**src/hw/rtl/calendar_date_register_assert.svh**
```systemverilog
// ----------------------------------------------------------------------------
// calendar date register assertion macros
// concurrent checks on the clk / rst_n domain of the including module
// ----------------------------------------------------------------------------
`ifndef CALENDAR_DATE_REGISTER_ASSERT_SVH
`define CALENDAR_DATE_REGISTER_ASSERT_SVH

// same-cycle implication
`define CDR_ASSERT_IMPL(lbl, ante, cons, msg) \
  lbl: assert property (@(posedge clk) disable iff (!rst_n) (ante) |-> (cons)) \
    else $error(msg);

// next-cycle implication
`define CDR_ASSERT_NEXT(lbl, ante, cons, msg) \
  lbl: assert property (@(posedge clk) disable iff (!rst_n) (ante) |=> (cons)) \
    else $error(msg);

`endif

```
**src/hw/rtl/cdr_pkg.sv**
```systemverilog
// ----------------------------------------------------------------------------
// cdr_pkg
// shared types, codes and calendar helpers of the calendar date register
// ----------------------------------------------------------------------------
`timescale 1ns / 1ps
`default_nettype none

package cdr_pkg;

  localparam int unsigned DAY_W   = 5;
  localparam int unsigned MONTH_W = 4;
  localparam int unsigned YEAR_W  = 14;
  localparam int unsigned AMT_W   = 12;
  localparam int unsigned CFG_W   = 14;
  localparam int unsigned IDX_W   = 2;

  localparam logic [AMT_W-1:0]  MAX_DAY_STEP = 12'd30;
  localparam logic [YEAR_W:0]   YEAR_MAX     = 15'd9999;

  // reciprocal of twelve, exact for dividends below 8192
  localparam logic [12:0] DIV12_MUL   = 13'd5462;
  localparam int unsigned DIV12_SHIFT = 16;

  localparam logic [DAY_W-1:0]   RST_DAY   = 5'd1;
  localparam logic [MONTH_W-1:0] RST_MONTH = 4'd1;
  localparam logic [YEAR_W-1:0]  RST_YEAR  = 14'd2012;

  localparam logic [IDX_W-1:0] CFG_IDX_DEFAULT_DAY   = 2'd0;
  localparam logic [IDX_W-1:0] CFG_IDX_DEFAULT_MONTH = 2'd1;
  localparam logic [IDX_W-1:0] CFG_IDX_DEFAULT_YEAR  = 2'd2;

  typedef enum logic [1:0] {
    CMD_SET       = 2'd0,
    CMD_ADD_DAY   = 2'd1,
    CMD_ADD_MONTH = 2'd2,
    CMD_ADD_YEAR  = 2'd3
  } cmd_t;

  typedef enum logic [1:0] {
    ST_OK        = 2'd0,
    ST_BAD_DATE  = 2'd1,
    ST_TOO_LARGE = 2'd2,
    ST_OVERFLOW  = 2'd3
  } status_t;

  typedef struct packed {
    logic [DAY_W-1:0]   day;
    logic [MONTH_W-1:0] month;
    logic [YEAR_W-1:0]  year;
  } date_t;

  typedef struct packed {
    logic [DAY_W-1:0]   default_day;
    logic [MONTH_W-1:0] default_month;
    logic [YEAR_W-1:0]  default_year;
  } cfg_t;

  typedef struct packed {
    cmd_t               cmd;
    logic [DAY_W-1:0]   set_day;
    logic [MONTH_W-1:0] set_month;
    logic [YEAR_W-1:0]  set_year;
    logic [AMT_W-1:0]   amount;
  } item_t;

  // month length, simplified leap rule; out-of-range months read as 31
  function automatic logic [DAY_W-1:0] days_in(input logic [MONTH_W-1:0] m,
                                               input logic [1:0] y_lsb);
    logic [DAY_W-1:0] len;
    unique case (m)
      4'd2:                      len = (y_lsb == 2'b00) ? 5'd29 : 5'd28;
      4'd4, 4'd6, 4'd9, 4'd11:   len = 5'd30;
      default:                   len = 5'd31;
    endcase
    return len;
  endfunction

endpackage

`default_nettype wire

```
**src/hw/rtl/cdr_cfg_regs.sv**
```systemverilog
// ----------------------------------------------------------------------------
// cdr_cfg_regs
// default date registers loaded through the write port
// ----------------------------------------------------------------------------
`timescale 1ns / 1ps
`default_nettype none

module cdr_cfg_regs (
  input  wire logic                      clk,
  input  wire logic                      rst_n,
  input  wire logic                      cfg_we,
  input  wire logic [cdr_pkg::IDX_W-1:0] cfg_index,
  input  wire logic [cdr_pkg::CFG_W-1:0] cfg_wdata,
  output cdr_pkg::cfg_t                  cfg
);
  import cdr_pkg::*;

  cfg_t cfg_r;
  cfg_t cfg_nxt;

  always_comb begin
    cfg_nxt = cfg_r;
    if (cfg_we) begin
      unique case (cfg_index)
        CFG_IDX_DEFAULT_DAY:   cfg_nxt.default_day   = cfg_wdata[DAY_W-1:0];
        CFG_IDX_DEFAULT_MONTH: cfg_nxt.default_month = cfg_wdata[MONTH_W-1:0];
        CFG_IDX_DEFAULT_YEAR:  cfg_nxt.default_year  = cfg_wdata[YEAR_W-1:0];
        default:               cfg_nxt = cfg_r;
      endcase
    end
  end

  always_ff @(posedge clk) begin
    if (!rst_n) begin
      cfg_r.default_day   <= RST_DAY;
      cfg_r.default_month <= RST_MONTH;
      cfg_r.default_year  <= RST_YEAR;
    end else begin
      cfg_r <= cfg_nxt;
    end
  end

  assign cfg = cfg_r;

endmodule

`default_nettype wire

```
**src/hw/rtl/cdr_date_calc.sv**
```systemverilog
// ----------------------------------------------------------------------------
// cdr_date_calc
// combinational date update for one command
// ----------------------------------------------------------------------------
`timescale 1ns / 1ps
`default_nettype none

module cdr_date_calc (
  input  wire cdr_pkg::item_t item,
  input  wire cdr_pkg::date_t cur,
  input  wire cdr_pkg::cfg_t  cfg,
  output cdr_pkg::date_t   nxt,
  output cdr_pkg::status_t status
);
  import cdr_pkg::*;

  // set
  logic [DAY_W-1:0]   s_day;
  logic [MONTH_W-1:0] s_month;
  logic [YEAR_W-1:0]  s_year;
  logic               s_ok;

  // add days, four month carries at most
  logic [DAY_W:0]     ad_day;
  logic [MONTH_W-1:0] ad_month;
  logic [YEAR_W:0]    ad_year;
  logic               ad_done;
  logic [DAY_W-1:0]   ad_len;

  // add months
  logic [12:0]        am_total;
  logic [25:0]        am_prod;
  logic [8:0]         am_q;
  logic [12:0]        am_q12;
  logic [MONTH_W-1:0] am_rem;
  logic [YEAR_W:0]    am_year;

  // add years
  logic [YEAR_W:0]    ay_year;

  always_comb begin
    s_day   = (item.set_day   == '0) ? cfg.default_day   : item.set_day;
    s_month = (item.set_month == '0) ? cfg.default_month : item.set_month;
    s_year  = (item.set_year  == '0) ? cfg.default_year  : item.set_year;
    s_ok    = (s_month != '0) && (s_month <= 4'd12) &&
              (s_year != '0) && ({1'b0, s_year} <= YEAR_MAX) &&
              (s_day != '0) && (s_day <= days_in(s_month, s_year[1:0]));
  end

  always_comb begin
    ad_day   = {1'b0, cur.day} + (DAY_W+1)'(item.amount[5:0]);
    ad_month = cur.month;
    ad_year  = {1'b0, cur.year};
    ad_done  = 1'b0;
    ad_len   = '0;
    for (int k = 0; k < 4; k++) begin
      ad_len = days_in(ad_month, ad_year[1:0]);
      if (!ad_done) begin
        if (ad_day <= {1'b0, ad_len}) begin
          ad_done = 1'b1;
        end else begin
          ad_day = ad_day - {1'b0, ad_len};
          if (ad_month >= 4'd12) begin
            ad_month = 4'd1;
            ad_year  = ad_year + 15'd1;
          end else begin
            ad_month = ad_month + 4'd1;
          end
        end
      end
    end
  end

  always_comb begin
    am_total = 13'(cur.month - 4'd1) + {1'b0, item.amount};
    am_prod  = {13'b0, am_total} * {13'b0, DIV12_MUL};
    am_q     = am_prod[DIV12_SHIFT+8:DIV12_SHIFT];
    am_q12   = {1'b0, am_q, 3'b000} + {2'b00, am_q, 2'b00};
    am_rem   = 4'(am_total - am_q12);
    am_year  = {1'b0, cur.year} + {6'b0, am_q};
  end

  assign ay_year = {1'b0, cur.year} + {3'b0, item.amount};

  always_comb begin
    nxt    = cur;
    status = ST_OK;
    unique case (item.cmd)
      CMD_SET: begin
        if (s_ok) begin
          nxt.day   = s_day;
          nxt.month = s_month;
          nxt.year  = s_year;
        end else begin
          status = ST_BAD_DATE;
        end
      end
      CMD_ADD_DAY: begin
        if (item.amount > MAX_DAY_STEP) begin
          status = ST_TOO_LARGE;
        end else if (ad_year > YEAR_MAX) begin
          status = ST_OVERFLOW;
        end else begin
          nxt.day   = ad_day[DAY_W-1:0];
          nxt.month = ad_month;
          nxt.year  = ad_year[YEAR_W-1:0];
        end
      end
      CMD_ADD_MONTH: begin
        if (am_year > YEAR_MAX) begin
          status = ST_OVERFLOW;
        end else begin
          nxt.month = am_rem + 4'd1;
          nxt.year  = am_year[YEAR_W-1:0];
        end
      end
      CMD_ADD_YEAR: begin
        if (ay_year > YEAR_MAX) begin
          status = ST_OVERFLOW;
        end else begin
          if (cur.day == 5'd29 && cur.month == 4'd2 && ay_year[1:0] != 2'b00) begin
            nxt.day   = 5'd1;
            nxt.month = 4'd3;
          end
          nxt.year = ay_year[YEAR_W-1:0];
        end
      end
      default: begin
        nxt    = cur;
        status = ST_OK;
      end
    endcase
  end

endmodule

`default_nettype wire

```
**src/hw/rtl/calendar_date_register.sv**
```systemverilog
// ----------------------------------------------------------------------------
// calendar_date_register
// holds one calendar date and applies set / add-day / add-month / add-year
// commands, one result transaction per command
// ----------------------------------------------------------------------------
//
//   channel | ports                                   | direction
//   --------+-----------------------------------------+----------
//   in      | in_valid/in_ready, cmd, set_*, amount   | to block
//   out     | out_valid/out_ready, cur_*, status      | from block
//   cfg     | cfg_we, cfg_index, cfg_wdata            | to block
//
// one transaction per cycle sustained while results are taken; a result is
// registered in the date register once its command has left the input
// register, through the combinational update logic
// rst_n is synchronous: date resets to 1 january 2012, defaults to the same
// an output stall holds the date register; the input register keeps taking
// one more transaction, then in_ready drops until the result is taken
//
`timescale 1ns / 1ps
`default_nettype none
`include "calendar_date_register_assert.svh"

module calendar_date_register (
  input  wire logic                        clk,
  input  wire logic                        rst_n,
  // command channel
  input  wire logic                        in_valid,
  output      logic                        in_ready,
  input  wire logic [1:0]                  in_cmd,
  input  wire logic [cdr_pkg::DAY_W-1:0]   in_set_day,
  input  wire logic [cdr_pkg::MONTH_W-1:0] in_set_month,
  input  wire logic [cdr_pkg::YEAR_W-1:0]  in_set_year,
  input  wire logic [cdr_pkg::AMT_W-1:0]   in_amount,
  // result channel
  output      logic                        out_valid,
  input  wire logic                        out_ready,
  output      logic [cdr_pkg::DAY_W-1:0]   out_cur_day,
  output      logic [cdr_pkg::MONTH_W-1:0] out_cur_month,
  output      logic [cdr_pkg::YEAR_W-1:0]  out_cur_year,
  output      logic [1:0]                  out_status,
  // configuration write port
  input  wire logic                        cfg_we,
  input  wire logic [cdr_pkg::IDX_W-1:0]   cfg_index,
  input  wire logic [cdr_pkg::CFG_W-1:0]   cfg_wdata
);
  import cdr_pkg::*;

  cfg_t    cfg;

  // input register stage
  logic    in_valid_r;
  item_t   item_r;

  // date register doubles as the result payload
  date_t   date_r;
  date_t   date_nxt;
  status_t status_r;
  status_t status_nxt;
  logic    out_valid_r;

  logic    advance;

  cdr_cfg_regs u_cfg (
    .clk       (clk),
    .rst_n     (rst_n),
    .cfg_we    (cfg_we),
    .cfg_index (cfg_index),
    .cfg_wdata (cfg_wdata),
    .cfg       (cfg)
  );

  cdr_date_calc u_calc (
    .item   (item_r),
    .cur    (date_r),
    .cfg    (cfg),
    .nxt    (date_nxt),
    .status (status_nxt)
  );

  // a held command moves on once the result slot is empty or being drained
  assign advance  = in_valid_r && (!out_valid_r || out_ready);
  assign in_ready = !in_valid_r || advance;

  always_ff @(posedge clk) begin
    if (!rst_n) begin
      in_valid_r <= 1'b0;
    end else if (in_ready) begin
      in_valid_r <= in_valid;
    end
  end

  // payload needs no reset
  always_ff @(posedge clk) begin
    if (in_valid && in_ready) begin
      item_r.cmd       <= cmd_t'(in_cmd);
      item_r.set_day   <= in_set_day;
      item_r.set_month <= in_set_month;
      item_r.set_year  <= in_set_year;
      item_r.amount    <= in_amount;
    end
  end

  always_ff @(posedge clk) begin
    if (!rst_n) begin
      date_r.day   <= RST_DAY;
      date_r.month <= RST_MONTH;
      date_r.year  <= RST_YEAR;
      status_r     <= ST_OK;
      out_valid_r  <= 1'b0;
    end else if (advance) begin
      date_r      <= date_nxt;
      status_r    <= status_nxt;
      out_valid_r <= 1'b1;
    end else if (out_ready) begin
      out_valid_r <= 1'b0;
    end
  end

  assign out_valid     = out_valid_r;
  assign out_cur_day   = date_r.day;
  assign out_cur_month = date_r.month;
  assign out_cur_year  = date_r.year;
  assign out_status    = status_r;

  // stored month never leaves 1..12
  `CDR_ASSERT_IMPL(a_month_range, 1'b1,
                   date_r.month >= 4'd1 && date_r.month <= 4'd12, "stored month out of range")
  // stored year never leaves 1..9999
  `CDR_ASSERT_IMPL(a_year_range, 1'b1,
                   date_r.year != '0 && {1'b0, date_r.year} <= YEAR_MAX,
                   "stored year out of range")
  // a failing command leaves the date untouched
  `CDR_ASSERT_NEXT(a_fail_keeps_date, advance && status_nxt != ST_OK,
                   date_r == $past(date_r), "failed command changed the date")
  // a draining consumer never blocks the command side
  `CDR_ASSERT_IMPL(a_no_bubble, out_ready, in_ready, "in_ready low while results drain")

endmodule

`default_nettype wire

```
**config.mk**
```make
export PLATFORM = sky130hd
export DESIGN_NAME = calendar_date_register
export DESIGN_NICKNAME = d
export VERILOG_FILES = /design/src/hw/rtl/cdr_pkg.sv /design/src/hw/rtl/cdr_cfg_regs.sv /design/src/hw/rtl/cdr_date_calc.sv /design/src/hw/rtl/calendar_date_register.sv
export VERILOG_INCLUDE_DIRS = /design/src /design/src/hw/rtl
export SDC_FILE = /design/constraint.sdc
export NUM_CORES = 1
export LEC_CHECK = 0
export BUFFER_PORTS_ARGS = -buffer_cell sky130_fd_sc_hd__buf_4
export CAP_MARGIN = 20
export CORE_MARGIN = 2
export CORE_UTILIZATION = 35
export CTS_BUF_LIST = sky130_fd_sc_hd__clkbuf_2
export DETAILED_ROUTE_END_ITERATION = 12
export GPL_TIMING_DRIVEN = 0
export HOLD_SLACK_MARGIN = 0.15
export PLACE_DENSITY = 0.51
export REMOVE_ABC_BUFFERS = 1
export SLEW_MARGIN = 0
export SYNTH_ARGS = -nofsm -noshare
export SYNTH_HDL_FRONTEND = slang
export SYNTH_SLANG_ARGS = --single-unit
```
**constraint.sdc**
```tcl
create_clock -name clk -period 11 [get_ports clk]
set_input_delay 2.2 -clock clk [delete_from_list [all_inputs] [get_ports clk]]
set_output_delay 2.2 -clock clk [all_outputs]
set_load 0.02 [all_outputs]
```
==> reports/summary.md, run 1 <==
The fraction of the cycle the final worst path needs works out to 0.972. From synthesis to final layout, the design area changed by 18.0%. The die covers 37400 um2. The number of global-route vias before repair was 11400. Clock slew at the register clock pins of the worst setup and hold paths: 0.28 ns. The routed design has 40800 um of wire. The fraction of registers with async set or reset after synthesis came out at 0. The number of hold buffers added after CTS came out at 0. Setup repair after global routing could not meet its margin everywhere.

The maximum operating frequency is 93.5 MHz. The worst setup path is captured at a register. The fraction of final layout cells sized beyond drive strength 1 was 0.206. Met3 capacity usage during global routing: 0.0248. The met1 global-route usage came out at 0.289.

For this design, the slowest cell found on the critical path is sky130_fd_sc_hd__fa_2. Final number of max-transition violations: 0. The largest net degree at the start of global routing was 53; the DRC violation total after the first TritonRoute iteration was 732. The worst setup path is launched from a register. The logs give 7 for the number of iterations in the first detailed-routing pass and 85 for the boundary pin count. Synthesized area divided by synthesized cell count: 8.30 um2.

In this run the worst hold path is classified as register to register. The predominant post-synthesis flop cell was sky130_fd_sc_hd__dfxtp_1. The count of nets left with antenna violations once routing finished came out at 0. In this run the horizontal extent of the chip is 193 um. The cell count after synthesis came out at 1513.

The library cells used most frequently in the layout, excluding fill and tap cells, are sky130_fd_sc_hd__nand2_1 (157), sky130_fd_sc_hd__buf_4 (152), sky130_fd_sc_hd__inv_1 (150). The normalized max-slew margin is 0.309. After the last flow step, the layout net total stands at 1905. Via total after detailed routing: 11600. STA puts the critical path data arrival time at 11.24 ns.

The number of antenna violations at the first check in global routing was 2. Leaving out fill and tap cells, the most frequent cell in the layout is sky130_fd_sc_hd__nand2_1. The run gives 0.417 as the end-of-flow core utilization. Measured along the y axis, the die boundary spans 193 um.

The run finished with clean final reports. Final HPWL from detailed placement: 31400 um. The setup skew after layout is 0.0528 ns, and the via-per-instance ratio is 5.52.

Total number of placement rows: 69. CTS placed an instance of sky130_fd_sc_hd__clkbuf_2 at the clock tree root. Routability-driven placement finished with a final weighted congestion of 0.918.

The tools report the starting utilization of the core area as 0.354. The average wire per cell in the routed design was 19.3 um. The met2 global-route usage was 0.356.

The most numerous cell type found on the critical path is sky130_fd_sc_hd__fa_2. The clock latency on the worst-skew pair was 0.66 ns. After synthesis the cells add up to 12600 um2. Counting along the longest clock path gives a buffer depth of 2. The global routing stage identified its most utilized layer as met2. Synthesis inferred 87 register bits. Yosys printed 0 warnings. After floorplanning, the core was sized to cover 35500 um2.

TritonCTS built the clock tree. For the pin with the worst max-slew slack, the measured transition is 1.04 ns. The synthesized design contains 37 enable-type register cells. The overall track demand over capacity in global routing is 0.213, and the worst reg-to-reg setup slack is 0.30 ns. For the number of hold violations in the final report, the log shows 0.

The maximum fanout encountered on the critical timing path was 5; the number of levels the H-tree was split into was 3. The CTS buffer count is 9. The number of max-cap violations is 0. The total of buffers placed on input and output ports was 84.

For the worst setup path, the data required time is 11.55 ns. The setup violation total in the final timing report is 0. The tools report the sum of overflow across all layers after global routing as 0. The number of different library cells in the post-synthesis netlist came out at 108. The CTS sink count is 87. The peak per-stage delay on the critical path works out to 0.57 ns. The first global-routing pass estimated 63600 um of wire. The worst setup path is of the register to register kind. For the sequential element share of the synthesized area, the log shows 0.168.

The time the worst path needs with I/O delays and setup is 10.70 ns, and the remaining routing DRC violations is 0.
[cells in the mapped netlist (all sizes together) (20+ instances only)]
cell type	count	area, um2
a21o	27	203
a21oi	81	417
a31oi	20	140
and2	22	138
clkbuf	32	120
dfxtp	50	1000
edfxtp	37	1110
fa	52	1040
ha	154	1930
inv	157	589
mux2i	33	334
nand2	161	609
nand3	45	225
nand4	20	125
nor2	101	384
nor3	40	221
o21ai	74	400
xnor2	72	631
xor2	27	236
[kinds of logic after synthesis]
| group | Yosys count | share of synthesized area |
|---|---|---|
| simple gates | 495 | 0.197 |
| mux | 53 | 0.0481 |
| fa+ha+maj | 206 | 0.236 |
| compound gates | 369 | 0.215 |
| xor+xnor | 100 | 0.0709 |
| buf+inv | 203 | 0.0642 |
| flops | 87 | 0.168 |
[what timing repair did]
action / in CTS / in global routing
pin swaps: 16 / 44
gates resized for setup: 60 / 68
cloned: 2 / 2
setup endpoints to repair: 25 / 25
buffers inserted: 37 / 35
[routing by layer]
layer,up-vias,routed length [um]
li1,5702,-
met1,5605,19000
met2,288,19200
met3,49,1730
met4,0,875
met5,-,0
[sequential cells by signal, indices dropped and copies added (netlist names)]
register / count
out_cur_day: 5
item_r: 37
out_cur_month: 4
out_cur_year: 14
u_cfg.cfg: 23
out_valid: 1
out_status: 2
in_valid_r: 1
[worst max-delay path, delay by kind of cell (launching register included)]
kind / cells / cell delay, ns
mux: 2 / 0.50
compound gates: 20 / 3.47
fa+ha+maj: 12 / 3.24
buf+inv: 8 / 0.73
flops: 1 / 0.50
simple gates: 12 / 2.13
[worst paths after layout]
| path | to | start | depth (start not counted) |
|---|---|---|---|
| worst min-delay path | u_cfg.cfg[0]$_SDFFE_PN0P_ | u_cfg.cfg[0]$_SDFFE_PN0P_ | 2 |
| worst max-delay path | out_cur_year[3]$_SDFFE_PN1P_ | item_r[0]$_DFFE_PP_ | 54 |
| worst max register to register | out_cur_year[3]$_SDFFE_PN1P_ | item_r[0]$_DFFE_PP_ | 54 |
| worst min register to register | u_cfg.cfg[0]$_SDFFE_PN0P_ | u_cfg.cfg[0]$_SDFFE_PN0P_ | 2 |
[layout make-up]
cell class                      instances  area (um2)
Fill cell                            3600       20700
Multi-Input combinational cell       1226       10100
Sequential cell                        87        2130
Timing Repair Buffer                  160        1290
Inverter                              157         592
Tap cell                              461         577
Clock buffer                           10        50.0
Clock inverter                          6        48.8
Antenna cell                            1        2.50
[metrics by stage]
step                instance area, um2  std cells  worst slack (ns)  hold slack (ns)  TNS [ns]
finish                           14800       2108             0.305            0.481         0
global route                     14800       2108           -0.0650            0.508    -0.744
CTS                              14200       2071           0.00539            0.486         0
detailed placement               13600       2016             -3.11            0.457    -71.30
global placement                 13500       2012             -3.08            0.450    -70.98
floorplan                        12300       1467            -0.601            0.437    -11.24
Power of run 1 is not shown: default switching activity piles up to over one toggle a cycle in this logic, so the estimate is an artifact.
==> run 2: changes to the inputs <==
- CELL_PAD_IN_SITES_DETAIL_PLACEMENT: unset -> 1
- CELL_PAD_IN_SITES_GLOBAL_PLACEMENT: unset -> 2
- PLACE_DENSITY: 0.51 -> 0.77
==> run 2 against run 1 <==
Clock skew up 0.018 ns. Global-route usage up 1.7 points. Die area unchanged. Core utilization up 0.58 points. Final cell count up 0.14%. Non-clock buffer count up 4. Via count up 2.4%. Maximum frequency down 1.1%. Sequential share of layout area down 0.21 points.
==> reports/summary.md, run 2 (synthesis results as in run 1) <==
The flow ran to the end, and the final reports show no timing, DRC or antenna violations. The critical path arrival is 11.37 ns (+0.13 ns). The total number of placement rows is 69 (unchanged). Most frequent standard cell in the layout excluding fill and tap cells: sky130_fd_sc_hd__nand2_1. The peak per-stage delay on the critical path was 0.56 ns (about the same); the number of max-cap violations was 0 (unchanged).

The final HPWL from detailed placement was 34400 um (+9.7%). The tools report the worst reg-to-reg setup slack as 0.19 ns (-0.12 ns). The most congested layer reported by global routing is met2.

The setup skew after layout is 0.0713 ns (+0.0185 ns). For the CTS sink count, the log shows 87 (unchanged). The worst setup path is captured at a register. The final number of max-transition violations is 0 (unchanged). TritonCTS built the clock tree. DRC violation total after the first TritonRoute iteration: 514 (-30%). The die height was 193 um (unchanged); the number of iterations in the first detailed-routing pass was 5 (-2). The starting utilization of the core area came out at 0.354 (unchanged). The overall track demand over capacity in global routing was 0.230 (+0.0172); the normalized max-slew margin was 0.288 (-0.0213). The slowest stage of the critical path is the sky130_fd_sc_hd__fa_2 cell. For the post-route antenna net violation count, the log shows 0 (unchanged).

For the met1 global-route usage, the log shows 0.300 (+0.0110). The setup violation total in the final timing report came out at 0 (unchanged). The maximum operating frequency is 92.5 MHz (-1.1%), and the worst-margin pin slew is 1.07 ns (+0.0331 ns). item_r holds more flip-flops than any other register. The run gives 1909 (+0.21%) as the number of nets in the final layout.

The floorplan core area is 35500 um2 (unchanged), and the total of buffers placed on input and output ports is 84 (unchanged). Wire length of the first global-routing pass: 68900 um (+8.3%). Aggregate routed wire length: 44400 um (+8.8%). The fraction of final layout cells sized beyond drive strength 1 works out to 0.213 (+0.00677). The routability congestion estimate is 0.887 (-3.4%).

STA classifies the critical path startpoint as a register. The setup path with the least slack is of type register to register. The sum of overflow across all layers after global routing is 0 (unchanged), and the number of global-route vias before repair is 12400 (+8.3%). The library cell appearing most often on the critical path was sky130_fd_sc_hd__fa_2. The run gives 0 (unchanged) as the number of hold violations in the final report. Average wire per cell in the routed design: 21.0 um (+8.6%). The die width is 193 um (unchanged), and the CTS buffer count is 9 (unchanged). The run gives 3 (unchanged) as the number of levels the H-tree was split into. The logs give 37400 um2 (unchanged) for the total die area and 15000 um2 (+1.4%) for the final design area excluding fillers. The run gives 0 (unchanged) as the remaining routing DRC violations. The fraction of the cycle the final worst path needs was 0.983 (+0.0107); the met3 capacity usage during global routing was 0.0249 (+0.000174). Setup repair after global routing could not meet its margin everywhere. Time the worst path needs with I/O delays and setup: 10.81 ns (+0.118 ns). The number of flip-flops in the largest register is 37 (unchanged), and the boundary pin count is 85 (unchanged). The largest net degree at the start of global routing is 53 (unchanged). The tools report the area of placed instances as 13600 um2 (+0.11%).

The tree is rooted in a sky130_fd_sc_hd__clkbuf_2. The antenna diode instance count is 0 (-1), and the synthesis-to-finish area growth is 19.6%. Buffer levels on the longest clock path: 2 (unchanged). Leaving out fill and tap cells, the most frequent cells in the layout are sky130_fd_sc_hd__nand2_1 (159), sky130_fd_sc_hd__inv_1 (149), sky130_fd_sc_hd__buf_4 (146). The via-per-instance ratio was 5.65 (+2.3%); the via total after detailed routing was 11900 (+2.4%).

The classification of the worst-slack hold path is register to register. The clock latency on the worst-skew pair came out at 0.66 ns (about the same). The sum of negative setup slack is 0 ns (unchanged), and the maximum fanout encountered on the critical timing path is 6 (+1). The clock slew at the register clock pins of the worst setup and hold paths works out to 0.27 ns (about the same). The required arrival time at the worst endpoint is 11.56 ns (about the same). The number of antenna violations at the first check in global routing was 0 (-2); the met2 global-route usage was 0.406 (+0.0507).
[run 2: cell count changes in the layout (fill, tap and decap cells not counted), sizes merged]
cell / previous run / this run
diode: 1 / 0
buf: 159 / 163
bufinv: 0 / 1
inv: 162 / 160
clkinv: 0 / 1
[run 2: timing repair]
action,4_1_cts,5_1_grt
setup endpoints to repair,25,25
setup buffers,36,38
pin swaps,24,48
gates resized for setup,72,78
cloned,2,2
hold buffers,0,0
[run 2: layer usage]
| layer | share of wire | up-vias | routed length, um |
|---|---|---|---|
| li1 | - | 5714 | - |
| met1 | 0.46 | 5937 | 20300 |
| met2 | 0.48 | 220 | 21500 |
| met3 | 0.036 | 52 | 1580 |
| met4 | 0.023 | 0 | 1030 |
| met5 | 0 | - | 0 |
[run 2: path summary, 6_finish.rpt]
kind | start | cells past startpoint | to
min reg2reg | u_cfg.cfg[1]$_SDFFE_PN0P_ | 2 | u_cfg.cfg[1]$_SDFFE_PN0P_
max | item_r[0]$_DFFE_PP_ | 54 | out_cur_year[13]$_SDFFE_PN0P_
max reg2reg | item_r[0]$_DFFE_PP_ | 54 | out_cur_year[13]$_SDFFE_PN0P_
min | u_cfg.cfg[1]$_SDFFE_PN0P_ | 2 | u_cfg.cfg[1]$_SDFFE_PN0P_
[run 2: layout make-up]
| type | instances | area [um2] |
|---|---|---|
| Clock inverter | 6 | 73.8 |
| Timing Repair Buffer | 164 | 1390 |
| Clock buffer | 10 | 50.0 |
| Sequential cell | 87 | 2130 |
| Inverter | 157 | 601 |
| Fill cell | 4245 | 20500 |
| Multi-Input combinational cell | 1226 | 10200 |
| Tap cell | 461 | 577 |
[run 2: through the flow]
step | cells | setup slack (ns) | util | hold slack [ns]
2_1_floorplan | 1467 | -0.601 | - | 0.437
3_3_place_gp | 2012 | -3.14 | 0.382 | 0.455
3_5_place_dp | 2017 | -3.44 | 0.384 | 0.457
4_1_cts | 2071 | 0.0134 | 0.404 | 0.486
5_1_grt | 2111 | -0.186 | 0.423 | 0.523
6_report | 2111 | 0.187 | 0.423 | 0.483
[run 2: worst max-delay path: cells and delay by family (launching register included)]
| kind | cells | cell delay (ns) |
|---|---|---|
| fa+ha+maj | 12 | 3.23 |
| mux | 2 | 0.31 |
| simple gates | 14 | 2.96 |
| flops | 1 | 0.51 |
| buf+inv | 8 | 0.75 |
| compound gates | 18 | 2.95 |
Power of run 2 is left out for the same reason.
